$ cat src/rtl/mpe_pkg.sv
// Shared types, constants and character class helpers for the mask password enumerator.
package mpe_pkg;

    // Sizes fixed by the field widths
    localparam int MAX_POSITIONS_DEF = 5;
    localparam int NUM_OUT_CHARS     = 5;
    localparam int NUM_CLASS_POS     = 5;
    localparam int CLS_W             = 3;
    localparam int DIGIT_W           = 5;
    localparam int CHAR_W            = 7;
    localparam int LEN_W             = 3;
    localparam int COUNT_W           = 26;
    localparam int CFG_W             = 15;
    localparam int CFG_IDX_W         = 2;

    localparam logic [COUNT_W-1:0] COUNT_MAX = {COUNT_W{1'b1}};

    // Configuration register indexes
    localparam logic [CFG_IDX_W-1:0] CFG_MASK_LENGTH  = 2'd0;
    localparam logic [CFG_IDX_W-1:0] CFG_MASK_CLASSES = 2'd1;

    // Character class codes
    localparam logic [CLS_W-1:0] CLS_UPPER  = 3'd0;
    localparam logic [CLS_W-1:0] CLS_LOWER  = 3'd1;
    localparam logic [CLS_W-1:0] CLS_DIGIT  = 3'd2;
    localparam logic [CLS_W-1:0] CLS_SYMBOL = 3'd3;

    // Signals handed from one cell to its more significant neighbor
    typedef struct packed {
        logic carry;   // increment reaches this position
        logic last;    // every less significant used position sits at its top
        logic ok;      // every less significant used position has a valid class
    } t_link;

    // Per-transaction control broadcast to all cells
    typedef struct packed {
        logic restart; // current request starts over
        logic accept;  // request accepted this cycle
        logic fire;    // request yields a candidate
    } t_ctrl;

    // True for the four defined classes
    function automatic logic class_valid(input logic [CLS_W-1:0] cls);
        case (cls) inside
            CLS_UPPER, CLS_LOWER, CLS_DIGIT, CLS_SYMBOL: class_valid = 1'b1;
            default:                                     class_valid = 1'b0;
        endcase
    endfunction

    // Index of the last member of a class
    function automatic logic [DIGIT_W-1:0] class_top(input logic [CLS_W-1:0] cls);
        case (cls)
            CLS_UPPER: class_top = 5'd25;
            CLS_LOWER: class_top = 5'd25;
            CLS_DIGIT: class_top = 5'd9;
            default:   class_top = 5'd31;
        endcase
    endfunction

    // ASCII code of member d of a class; symbols come in four runs
    function automatic logic [CHAR_W-1:0] class_char(input logic [CLS_W-1:0]   cls,
                                                     input logic [DIGIT_W-1:0] d);
        logic [CHAR_W-1:0] dw;
        dw = {2'b00, d};
        case (cls)
            CLS_UPPER: class_char = dw + 7'd65;
            CLS_LOWER: class_char = dw + 7'd97;
            CLS_DIGIT: class_char = dw + 7'd48;
            default: begin
                if (d < 5'd15)      class_char = dw + 7'd33;
                else if (d < 5'd22) class_char = dw + 7'd43;
                else if (d < 5'd28) class_char = dw + 7'd69;
                else                class_char = dw + 7'd95;
            end
        endcase
    endfunction

endpackage

$ cat src/rtl/mask_password_enumerator.sv
// Top level of the mask password enumerator: config, cell chain, count and output register.
// Each accepted request (restart 1 starts over, 0 advances) yields at most one candidate:
// the string that fits the configured mask (mask_length positions, 3-bit class each, position 0
// most significant), a last flag and the count since the last restart. One request is taken
// every cycle while the output register is empty or being drained; the output register fills
// in the cycle after acceptance. The odometer carry ripples combinationally through the row of
// MAX_POSITIONS cells, so its length sets the clock period. A request after the last candidate
// or with an invalid class in a used position is consumed without a result. Write the
// configuration only while no transaction is pending.
module mask_password_enumerator
    import mpe_pkg::*;
#(
    parameter int MAX_POSITIONS = MAX_POSITIONS_DEF
) (
    input  logic                 i_clk,
    input  logic                 i_rst_n,
    // configuration write port
    input  logic                 i_cfg_we,
    input  logic [CFG_IDX_W-1:0] i_cfg_index,
    input  logic [CFG_W-1:0]     i_cfg_data,
    // request channel
    input  logic                 i_in_valid,
    output logic                 o_in_ready,
    input  logic                 i_restart,
    // candidate channel
    output logic                 o_out_valid,
    input  logic                 i_out_ready,
    output logic [CHAR_W-1:0]    o_char_0,
    output logic [CHAR_W-1:0]    o_char_1,
    output logic [CHAR_W-1:0]    o_char_2,
    output logic [CHAR_W-1:0]    o_char_3,
    output logic [CHAR_W-1:0]    o_char_4,
    output logic                 o_final_candidate,
    output logic [COUNT_W-1:0]   o_emitted_count
);

    logic [LEN_W-1:0]   r_mask_length;
    logic [CFG_W-1:0]   r_mask_classes;
    logic               r_exhausted;
    logic [COUNT_W-1:0] r_total;
    logic               r_out_valid;
    logic [CHAR_W-1:0]  r_char [NUM_OUT_CHARS];
    logic               r_final;
    logic [COUNT_W-1:0] r_count;

    logic               w_accept;
    logic               w_ex_eff;
    logic               w_fire;
    logic [COUNT_W-1:0] w_total_eff;
    logic [COUNT_W-1:0] n_total;
    t_ctrl              w_ctrl;
    t_link              w_link [MAX_POSITIONS+1];
    logic               w_active [MAX_POSITIONS];
    logic [CLS_W-1:0]   w_class [MAX_POSITIONS];
    logic [CHAR_W-1:0]  w_cell_char [MAX_POSITIONS];
    logic [CHAR_W-1:0]  w_char [NUM_OUT_CHARS];

    // Configuration registers
    always_ff @(posedge i_clk) begin
        if (!i_rst_n) begin
            r_mask_length  <= '0;
            r_mask_classes <= '0;
        end else if (i_cfg_we) begin
            case (i_cfg_index)
                CFG_MASK_LENGTH:  r_mask_length  <= i_cfg_data[LEN_W-1:0];
                CFG_MASK_CLASSES: r_mask_classes <= i_cfg_data;
                default: ;
            endcase
        end
    end

    // Handshake and step decision
    assign o_in_ready = !r_out_valid || i_out_ready;
    assign w_accept   = i_in_valid && o_in_ready;

    always_comb begin
        w_ex_eff       = i_restart ? 1'b0 : r_exhausted;
        w_total_eff    = i_restart ? '0 : r_total;
        w_fire         = w_accept && !w_ex_eff && w_link[0].ok;
        n_total        = (w_total_eff == COUNT_MAX) ? w_total_eff : w_total_eff + 1'b1;
        w_ctrl.restart = i_restart;
        w_ctrl.accept  = w_accept;
        w_ctrl.fire    = w_fire;
    end

    // Row of cells; the least significant end starts the chain
    assign w_link[MAX_POSITIONS] = '{carry: 1'b1, last: 1'b1, ok: 1'b1};

    for (genvar g = 0; g < MAX_POSITIONS; g++) begin : g_cell
        assign w_active[g] = (32'(g) < 32'(r_mask_length));
        if (g < NUM_CLASS_POS) begin : g_cls
            assign w_class[g] = r_mask_classes[CLS_W*g +: CLS_W];
        end else begin : g_cls_fixed
            assign w_class[g] = CLS_UPPER;
        end

        mpe_cell u_cell (
            .i_clk    (i_clk),
            .i_rst_n  (i_rst_n),
            .i_active (w_active[g]),
            .i_class  (w_class[g]),
            .i_ctrl   (w_ctrl),
            .i_link   (w_link[g+1]),
            .o_link   (w_link[g]),
            .o_char   (w_cell_char[g])
        );
    end

    for (genvar k = 0; k < NUM_OUT_CHARS; k++) begin : g_char
        if (k < MAX_POSITIONS) begin : g_used
            assign w_char[k] = w_cell_char[k];
        end else begin : g_unused
            assign w_char[k] = '0;
        end
    end

    // Enumeration status
    always_ff @(posedge i_clk) begin
        if (!i_rst_n) begin
            r_exhausted <= 1'b0;
            r_total     <= '0;
        end else if (w_accept) begin
            r_exhausted <= w_fire ? w_link[0].last : w_ex_eff;
            r_total     <= w_fire ? n_total : w_total_eff;
        end
    end

    // Output register
    always_ff @(posedge i_clk) begin
        if (!i_rst_n) begin
            r_out_valid <= 1'b0;
        end else if (w_fire) begin
            r_out_valid <= 1'b1;
        end else if (i_out_ready) begin
            r_out_valid <= 1'b0;
        end
    end

    always_ff @(posedge i_clk) begin
        if (w_fire) begin
            r_char  <= w_char;
            r_final <= w_link[0].last;
            r_count <= n_total;
        end
    end

    assign o_out_valid       = r_out_valid;
    assign o_char_0          = r_char[0];
    assign o_char_1          = r_char[1];
    assign o_char_2          = r_char[2];
    assign o_char_3          = r_char[3];
    assign o_char_4          = r_char[4];
    assign o_final_candidate = r_final;
    assign o_emitted_count   = r_count;

endmodule

$ cat src/rtl/mpe_cell.sv
// One odometer position: digit register, clamp, character lookup and carry.
module mpe_cell
    import mpe_pkg::*;
(
    input  logic               i_clk,
    input  logic               i_rst_n,
    input  logic               i_active,
    input  logic [CLS_W-1:0]   i_class,
    input  t_ctrl              i_ctrl,
    input  t_link              i_link,
    output t_link              o_link,
    output logic [CHAR_W-1:0]  o_char
);

    logic [DIGIT_W-1:0] r_digit;
    logic [DIGIT_W-1:0] n_digit;
    logic [DIGIT_W-1:0] w_eff;
    logic [DIGIT_W-1:0] w_top;
    logic [DIGIT_W-1:0] w_clamped;
    logic [DIGIT_W-1:0] w_adv;
    logic               w_at_top;

    // Digit as seen by this request, clamped into the class
    always_comb begin
        w_eff     = i_ctrl.restart ? '0 : r_digit;
        w_top     = class_top(i_class);
        w_clamped = (w_eff > w_top) ? w_top : w_eff;
        w_at_top  = (w_clamped == w_top);
    end

    // Advance and pass link signals on; unused positions pass straight through
    always_comb begin
        if (i_active) begin
            w_adv        = i_link.carry ? (w_at_top ? '0 : w_clamped + 1'b1) : w_clamped;
            o_link.carry = i_link.carry & w_at_top;
            o_link.last  = i_link.last & w_at_top;
            o_link.ok    = i_link.ok & class_valid(i_class);
            o_char       = class_char(i_class, w_clamped);
        end else begin
            w_adv  = w_eff;
            o_link = i_link;
            o_char = '0;
        end
        n_digit = i_ctrl.fire ? w_adv : w_eff;
    end

    // Digit register
    always_ff @(posedge i_clk) begin
        if (!i_rst_n) begin
            r_digit <= '0;
        end else if (i_ctrl.accept) begin
            r_digit <= n_digit;
        end
    end

endmodule

$ cat config.mk
export PLATFORM = sky130hd
export DESIGN_NAME = mask_password_enumerator
export DESIGN_NICKNAME = d
export VERILOG_FILES = /design/src/rtl/mpe_pkg.sv /design/src/rtl/mask_password_enumerator.sv /design/src/rtl/mpe_cell.sv
export SDC_FILE = /design/constraint.sdc
export NUM_CORES = 1
export LEC_CHECK = 0
export BUFFER_PORTS_ARGS = -buffer_cell sky130_fd_sc_hd__buf_2
export CAP_MARGIN = 40
export CORE_MARGIN = 4
export CORE_UTILIZATION = 53
export DETAILED_ROUTE_END_ITERATION = 16
export GPL_TIMING_DRIVEN = 0
export PLACE_DENSITY = 0.72
export SLEW_MARGIN = 20
export SYNTH_ARGS = -nofsm -noshare
export SYNTH_HDL_FRONTEND = slang
export SYNTH_SLANG_ARGS = --single-unit
$ cat constraint.sdc
create_clock -name i_clk -period 12.73 [get_ports i_clk]
set_input_delay 2.546 -clock i_clk [delete_from_list [all_inputs] [get_ports i_clk]]
set_output_delay 2.546 -clock i_clk [all_outputs]
set_load 0.03 [all_outputs]
# Word level (Yosys, flattened, before mapping)

Index checks and enable logic that the tools add are counted.

Memories kept: 0
Register bits: 133
Input bits: 23
Latch bits: 0
Bits in writable memories: 0
ROM bits: 0

Shift operators: 0
$add $sub $neg: 41
Reductions and logical operators: 25
Multipliers: 0
Divide/modulo/power cells: 0
Bitwise operators: 11
Multiplexer cells: 75
$lt $le $gt $ge: 25
Eq/ne operators: 22

Operators with widths:

| operator                | number |
|---|---|
| $mux W5                 | 29 |
| $add A5 B6 Y7 const B   | 15 |
| $add A5 B7 Y7 const B   | 15 |
| $mux W7                 | 15 |
| $pmux W7 S3             | 5 |
| $mux W26                | 3 |
| $lt A5 B5 Y1 const B    | 10 |
| $pmux W5 S2             | 5 |
| $add A6 B6 Y7 const B   | 5 |
| $eq A3 B2 Y1 const B    | 10 |
| $add A26 B1 Y26 const B | 1 |
| $eq A26 B26 Y1 const B  | 1 |
| $add A5 B1 Y5 const B   | 5 |
| $eq A5 B5 Y1            | 5 |
| $gt A5 B5 Y1            | 5 |
| $lt A5 B4 Y1 const B    | 5 |
| $reduce_or A4 Y1        | 5 |
| $eq A3 B1 Y1 const B    | 5 |
| $logic_not A3 Y1        | 5 |
| $mux W1                 | 13 |
| $mux W3                 | 4 |
| $and A1 B1 Y1           | 11 |
| $reduce_or A2 Y1        | 5 |
| $lt A1 B3 Y1 const A    | 2 |
| 10 further kinds        | 15 |

# Depth between registers and ports, before layout

Word-level depth: 17
Mapped depth: 19
Depth with buffers taken out: 16

# Cells and area by module

From an unflattened synthesis, not the netlist that was laid out.

Cell total of the unflattened synthesis: 1336
Area total of the unflattened synthesis: 11586.1 µm²

By module, submodules not included:

| module                           | seq. area each (µm²) | cells each | instances | area each (µm²) |
|---|---|---|---|---|
| mpe_cell at g_cell[0].u_cell ... | 100.1                | 184        | 4         | 1410.1 |
| mask_password_enumerator         | 2782.7               | 420        | 1         | 4659.5 |
| mpe_cell at g_cell[3].u_cell     | 100.1                | 180        | 1         | 1286.2 |

# Least setup slack after synthesis

No wires, ideal clock.

Path type: input port to flip-flop
Start: in i_restart
End: reg r_char, in the netlist o_char_0[4] (data pin)
Path buffers: 4
Data required time: 12473 ps
Stages on the path: 17
Arrival: 6181 ps
Library setup time: 257 ps
Path slack: 6292 ps
Cells stage by stage: buf_4 buf_2 buf_2 nand2b_1 inv_1 ha_1 nand4_1 or2_2 clkbuf_1 a21oi_1 o21ai_0 nor2_1 ha_1 a21boi_0 or4_1 a31o_2 a32o_1

Longest elaborated chain between the ends: 8
Elaborated cells on any way between the ends: 17

Ends and longest elaborated chain:

| what                                        | RTL line                        | RTL |
|---|---|---|
| start: declaration                          | mask_password_enumerator.sv:24  | `input logic i_restart,` |
| $mux W5 *                                   | mpe_cell.sv:25                  | `w_eff = i_ctrl.restart ? '0 : r_digit;` |
| $gt A5 B5 Y1                                | mpe_cell.sv:27                  | `w_clamped = (w_eff > w_top) ? w_top : w_eff;` |
| $mux W5 *                                   | mpe_cell.sv:27                  |  |
| $add A5 B7 Y7, or another cell as far along | mpe_pkg.sv:73                   | `else class_char = dw + 7'd95;` |
| $mux W7                                     | mpe_pkg.sv:72                   | `else if (d < 5'd28) class_char = dw + 7'd69;` |
| $mux W7                                     | mpe_pkg.sv:71                   | `else if (d < 5'd22) class_char = dw + 7'd43;` |
| $mux W7                                     | mpe_pkg.sv:70                   | `if (d < 5'd15) class_char = dw + 7'd33;` |
| $pmux W7 S3 *                               | mpe_pkg.sv:65                   | `case (cls)` |
| end signal: assignment                      | mask_password_enumerator.sv:141 | `r_char <= w_char;` |
| end: declaration                            | mask_password_enumerator.sv:42  | `logic [CHAR_W-1:0] r_char [NUM_OUT_CHARS];` |

Mark *: on every way between the ends. The rest lies on a longest branch, timed or not.
A chain may end at the register's enable or synchronous reset.

# Final worst setup path

Ends and elaborated chain as after synthesis.

==> flow_summary_export.csv <==
group,metric,value,unit
grt,grt_max_degree,43,
cells_and_area,diodes,0,
clocking,post_cts_buffers,0,
cells_and_area,synthToLayoutAreaGrowth,13.6,%
timing,slew-limit-headroom,44.7,%
die,dieArea,21700,sq um
grt,grt_pass1_vias,9610,
cells_and_area,fill_cells,1727,
setup_path,cp_cell_sequence,"buf_2 -> buf_4 -> buf_2 -> clkinv_1 -> nand2_1 -> inv_1 -> ha_1 -> nand4_1 -> or2_2 -> clkbuf_1 -> a21oi_1 -> o21ai_0 -> nor2_1 -> ha_1 -> a21boi_0 -> or4_1 -> a31o_2 -> a32o_1",
clocking,cts_sinks,133,
synth,synth_commonest_cells,"139 x nand2_1, 94 x nor2_1, 71 x dfxtp_1, 66 x a21oi_1, 65 x o21ai_0",
synth,syn_area_per_cell,8.27,sq um
synth,yosys.area.top_type,"edfxtp_1",
setup_path,cp_max_fo,10,
die,row_count,50,
synth,yosysMostFrequentCell,"nand2_1",
power_and_ir_drop,power_density,94.7,nW/um^2
setup_path,crit_family,"simple AND/OR/NAND/NOR gates",
timing,fmax,134,MHz
clocking,clock_path_buffers,2,
run_status,status,"finished, final reports clean",
grt,grt_pass1_wl,50400,um
setup_path,reg2reg_depth,15,
drt,via_per_inst,6.41,
hold_path,holdPathStages,2,
synth,yosysSeqAreaShare,31.9,%
drt,wl_met2,14700,um
grt,grt.overflow.total,0,
synth,netlist_instances,1244,
cells_and_area,nNetsFinal,1416,
setup_path,crit_required,12920,ps
clocking,cts_resized,0,
die,core-area,18900,sq um
setup_path,worstSetupPathType,"in2reg",
clocking,postCtsHoldBufs,0,
setup_path,arrival,7670,ps
setup_path,critPathCaptureType,"register",
setup_path,r2r_start,"r_mask_classes[0]",
timing,worstMarginPinSlew,823,ps
clocking,h-tree-depth,4,
synth,synth_flop_cell,"dfxtp_1",
die,start_util,54.4,%
hold_path,min_from,"g_cell[3].u_cell.r_digit[4]",
synth,synth_warnings,0,
die,num_io_pins,87,
clocking,cts_tree,"yes",
grt,grt_usage,28.1,%
clocking,cts_buffers,17,
drt,firstDrtPassIters,5,
timing,finalCritPeriodShare,58.7,%
timing,slew_viol_final,0,
synth,syn_nets,1307,
setup_path,slowest_delay,550,ps
setup_path,r2r-end,"o_char_0[4]",
place,dp_hpwl,23000,um
timing,final-setup-viol-count,0,
synth,synth_edf_count,62,
drt,drt_iter0_markers,960,
synth,synth_area_leaders,"edfxtp_1 18%, dfxtp_1 14%, nand2_1 5.1%",
drt,highest_layer,"met4",
setup_path,reg2reg_slack,7760,ps
hold_path,worstHoldEndpoint,"g_cell[3].u_cell.r_digit[4]",
timing,fin_setup_tns,0,ps
setup_path,crit_buf_inv,6,
clocking,cts.reportedPaths.clkPinSlew,70,ps
synth,synth_top_area_share,18.1,%
power_and_ir_drop,p_leak,4.59,nW
power_and_ir_drop,ir_worst_vdd,111,uV
drt,drc,0,
die,die-height,147,um
place,numPortBuffers,85,
drt,routed_wl,31100,um
place,gp_congestion,0.952,
drt,wl_met3,2590,um
timing,grt_setup_unrepaired,"no",
timing,period_needed,7480,ps
synth,syn_area,10300,sq um
synth,synth.distinct_cells,94,
run,maxCapViolCount,0,
drt,route.antenna.remaining_nets,0,
clocking,cts_root_buf,"clkbuf_16",
timing,whs,474,ps
timing,fin_skew,8.67,ps
synth,synthArstFlopShare,0,%
grt,antenna_found_initial,0,
drt,wl_per_cell,19.1,um
synth,ys_ff_latch,133,
drt,drt-met1-wl,13200,um
clocking,clock_latency,440,ps
setup_path,worst_setup_path_start_kind,"primary input",
cells_and_area,drive_above_1_share,12.7,%
drt,dr_total_vias,10400,
timing,hold_viol_final,0,
hold_path,hold_class,"reg2reg",
setup_path,slowest_stage,"a21oi_1",
die,die_w,147,um
[per-stage QoR]
step / utilization, % / area, sq um / setup WS (ps) / instances / total power (W)
floorplan: - / 10300 / 6290 / 1244 / 0.000565
global placement: 58.4 / 11000 / 4750 / 1589 / 0.000606
detailed placement: 58.7 / 11100 / 4950 / 1594 / 0.000608
CTS: 61.8 / 11700 / 5410 / 1626 / 0.00111
global route: 61.8 / 11700 / 5090 / 1626 / 0.00114
finish: 61.8 / 11700 / 5250 / 1626 / 0.00111
[worst max path at each step]
| stage | from | to | cells past startpoint |
|---|---|---|---|
| 2_1_floorplan | i_restart | o_char_0[4] | 17 |
| 3_3_place_gp | i_restart | g_cell[2].u_cell.r_digit[4] | 9 |
| 3_5_place_dp | i_restart | o_char_0[4] | 18 |
| 4_1_cts | i_restart | o_char_0[4] | 18 |
| 5_1_grt | i_restart | o_char_0[4] | 18 |
| 6_report | i_restart | o_char_0[4] | 18 |
[cells in the final DEF (no fill, tap or decap), types with 16 or more instances in the layout]
master / count
and3_1: 22
nor2_1: 94
nor2b_1: 34
a21oi_1: 66
inv_1: 55
a31oi_1: 17
ha_1: 35
nor4_1: 16
xnor2_1: 35
buf_2: 97
edfxtp_1: 62
a211oi_1: 19
nand3_1: 45
nand2_1: 139
nor3_1: 36
a21boi_0: 26
a21o_1: 17
xor2_1: 16
o211ai_1: 19
nand2b_1: 19
and2_1: 19
clkbuf_16: 17
clkbuf_1: 41
nand4_1: 21
mux2i_1: 19
o21ai_0: 65
dfxtp_1: 71
[cell type report]
| cell class | instances | area (sq um) | area share, % |
|---|---|---|---|
| Inverter | 57 | 214 | 1.83 |
| Sequential cell | 133 | 3280 | 28.1 |
| Clock inverter | 14 | 155 | 1.33 |
| Clock buffer | 18 | 439 | 3.76 |
| Buffer | 59 | 268 | 2.29 |
| Timing Repair Buffer | 90 | 470 | 4.03 |
| Tap cell | 260 | 325 | 2.79 |
| Multi-Input combinational cell | 995 | 6520 | 55.9 |
[flip-flops by register name (all words and copies together) (netlist names)]
signal,cells
r_mask_classes,15
o_char_3,7
o_char_4,7
g_cell.u_cell.r_digit,25
r_mask_length,3
r_exhausted,1
o_emitted_count,26
o_char_2,7
o_final_candidate,1
o_char_1,7
o_char_0,7
o_out_valid,1
r_total,26
[layer usage]
metal / vias to the layer above / track usage (%)
met5: - / 0
met4: 0 / 8.71
met3: 61 / 3.39
met2: 561 / 47.0
met1: 4897 / 38.3
li1: 4903 / -
[power breakdown]
| group | internal (W) | switching, W |
|---|---|---|
| Combinational | 0.0000342 | 0.0000953 |
| Sequential | 0.000466 | 0.00000517 |
| Clock | 0.000284 | 0.000221 |
| Total | 0.000784 | 0.000322 |
[kinds of logic after synthesis]
| kind of cell | count (synthesis) | share of synthesized area (%) |
|---|---|---|
| buf+inv | 116 | 4.65 |
| flops | 133 | 31.9 |
| fa+ha+maj | 40 | 5.23 |
| simple gates | 499 | 25.1 |
| mux | 22 | 2.18 |
| xor+xnor | 51 | 4.34 |
| compound gates | 383 | 26.6 |
[tightest hold or removal path, stage by stage (launching register included)]
cell and delay [ps]:
dfxtp_1 310, nand2_1 50, o22ai_1 60
(Power assumes the default switching activity.)
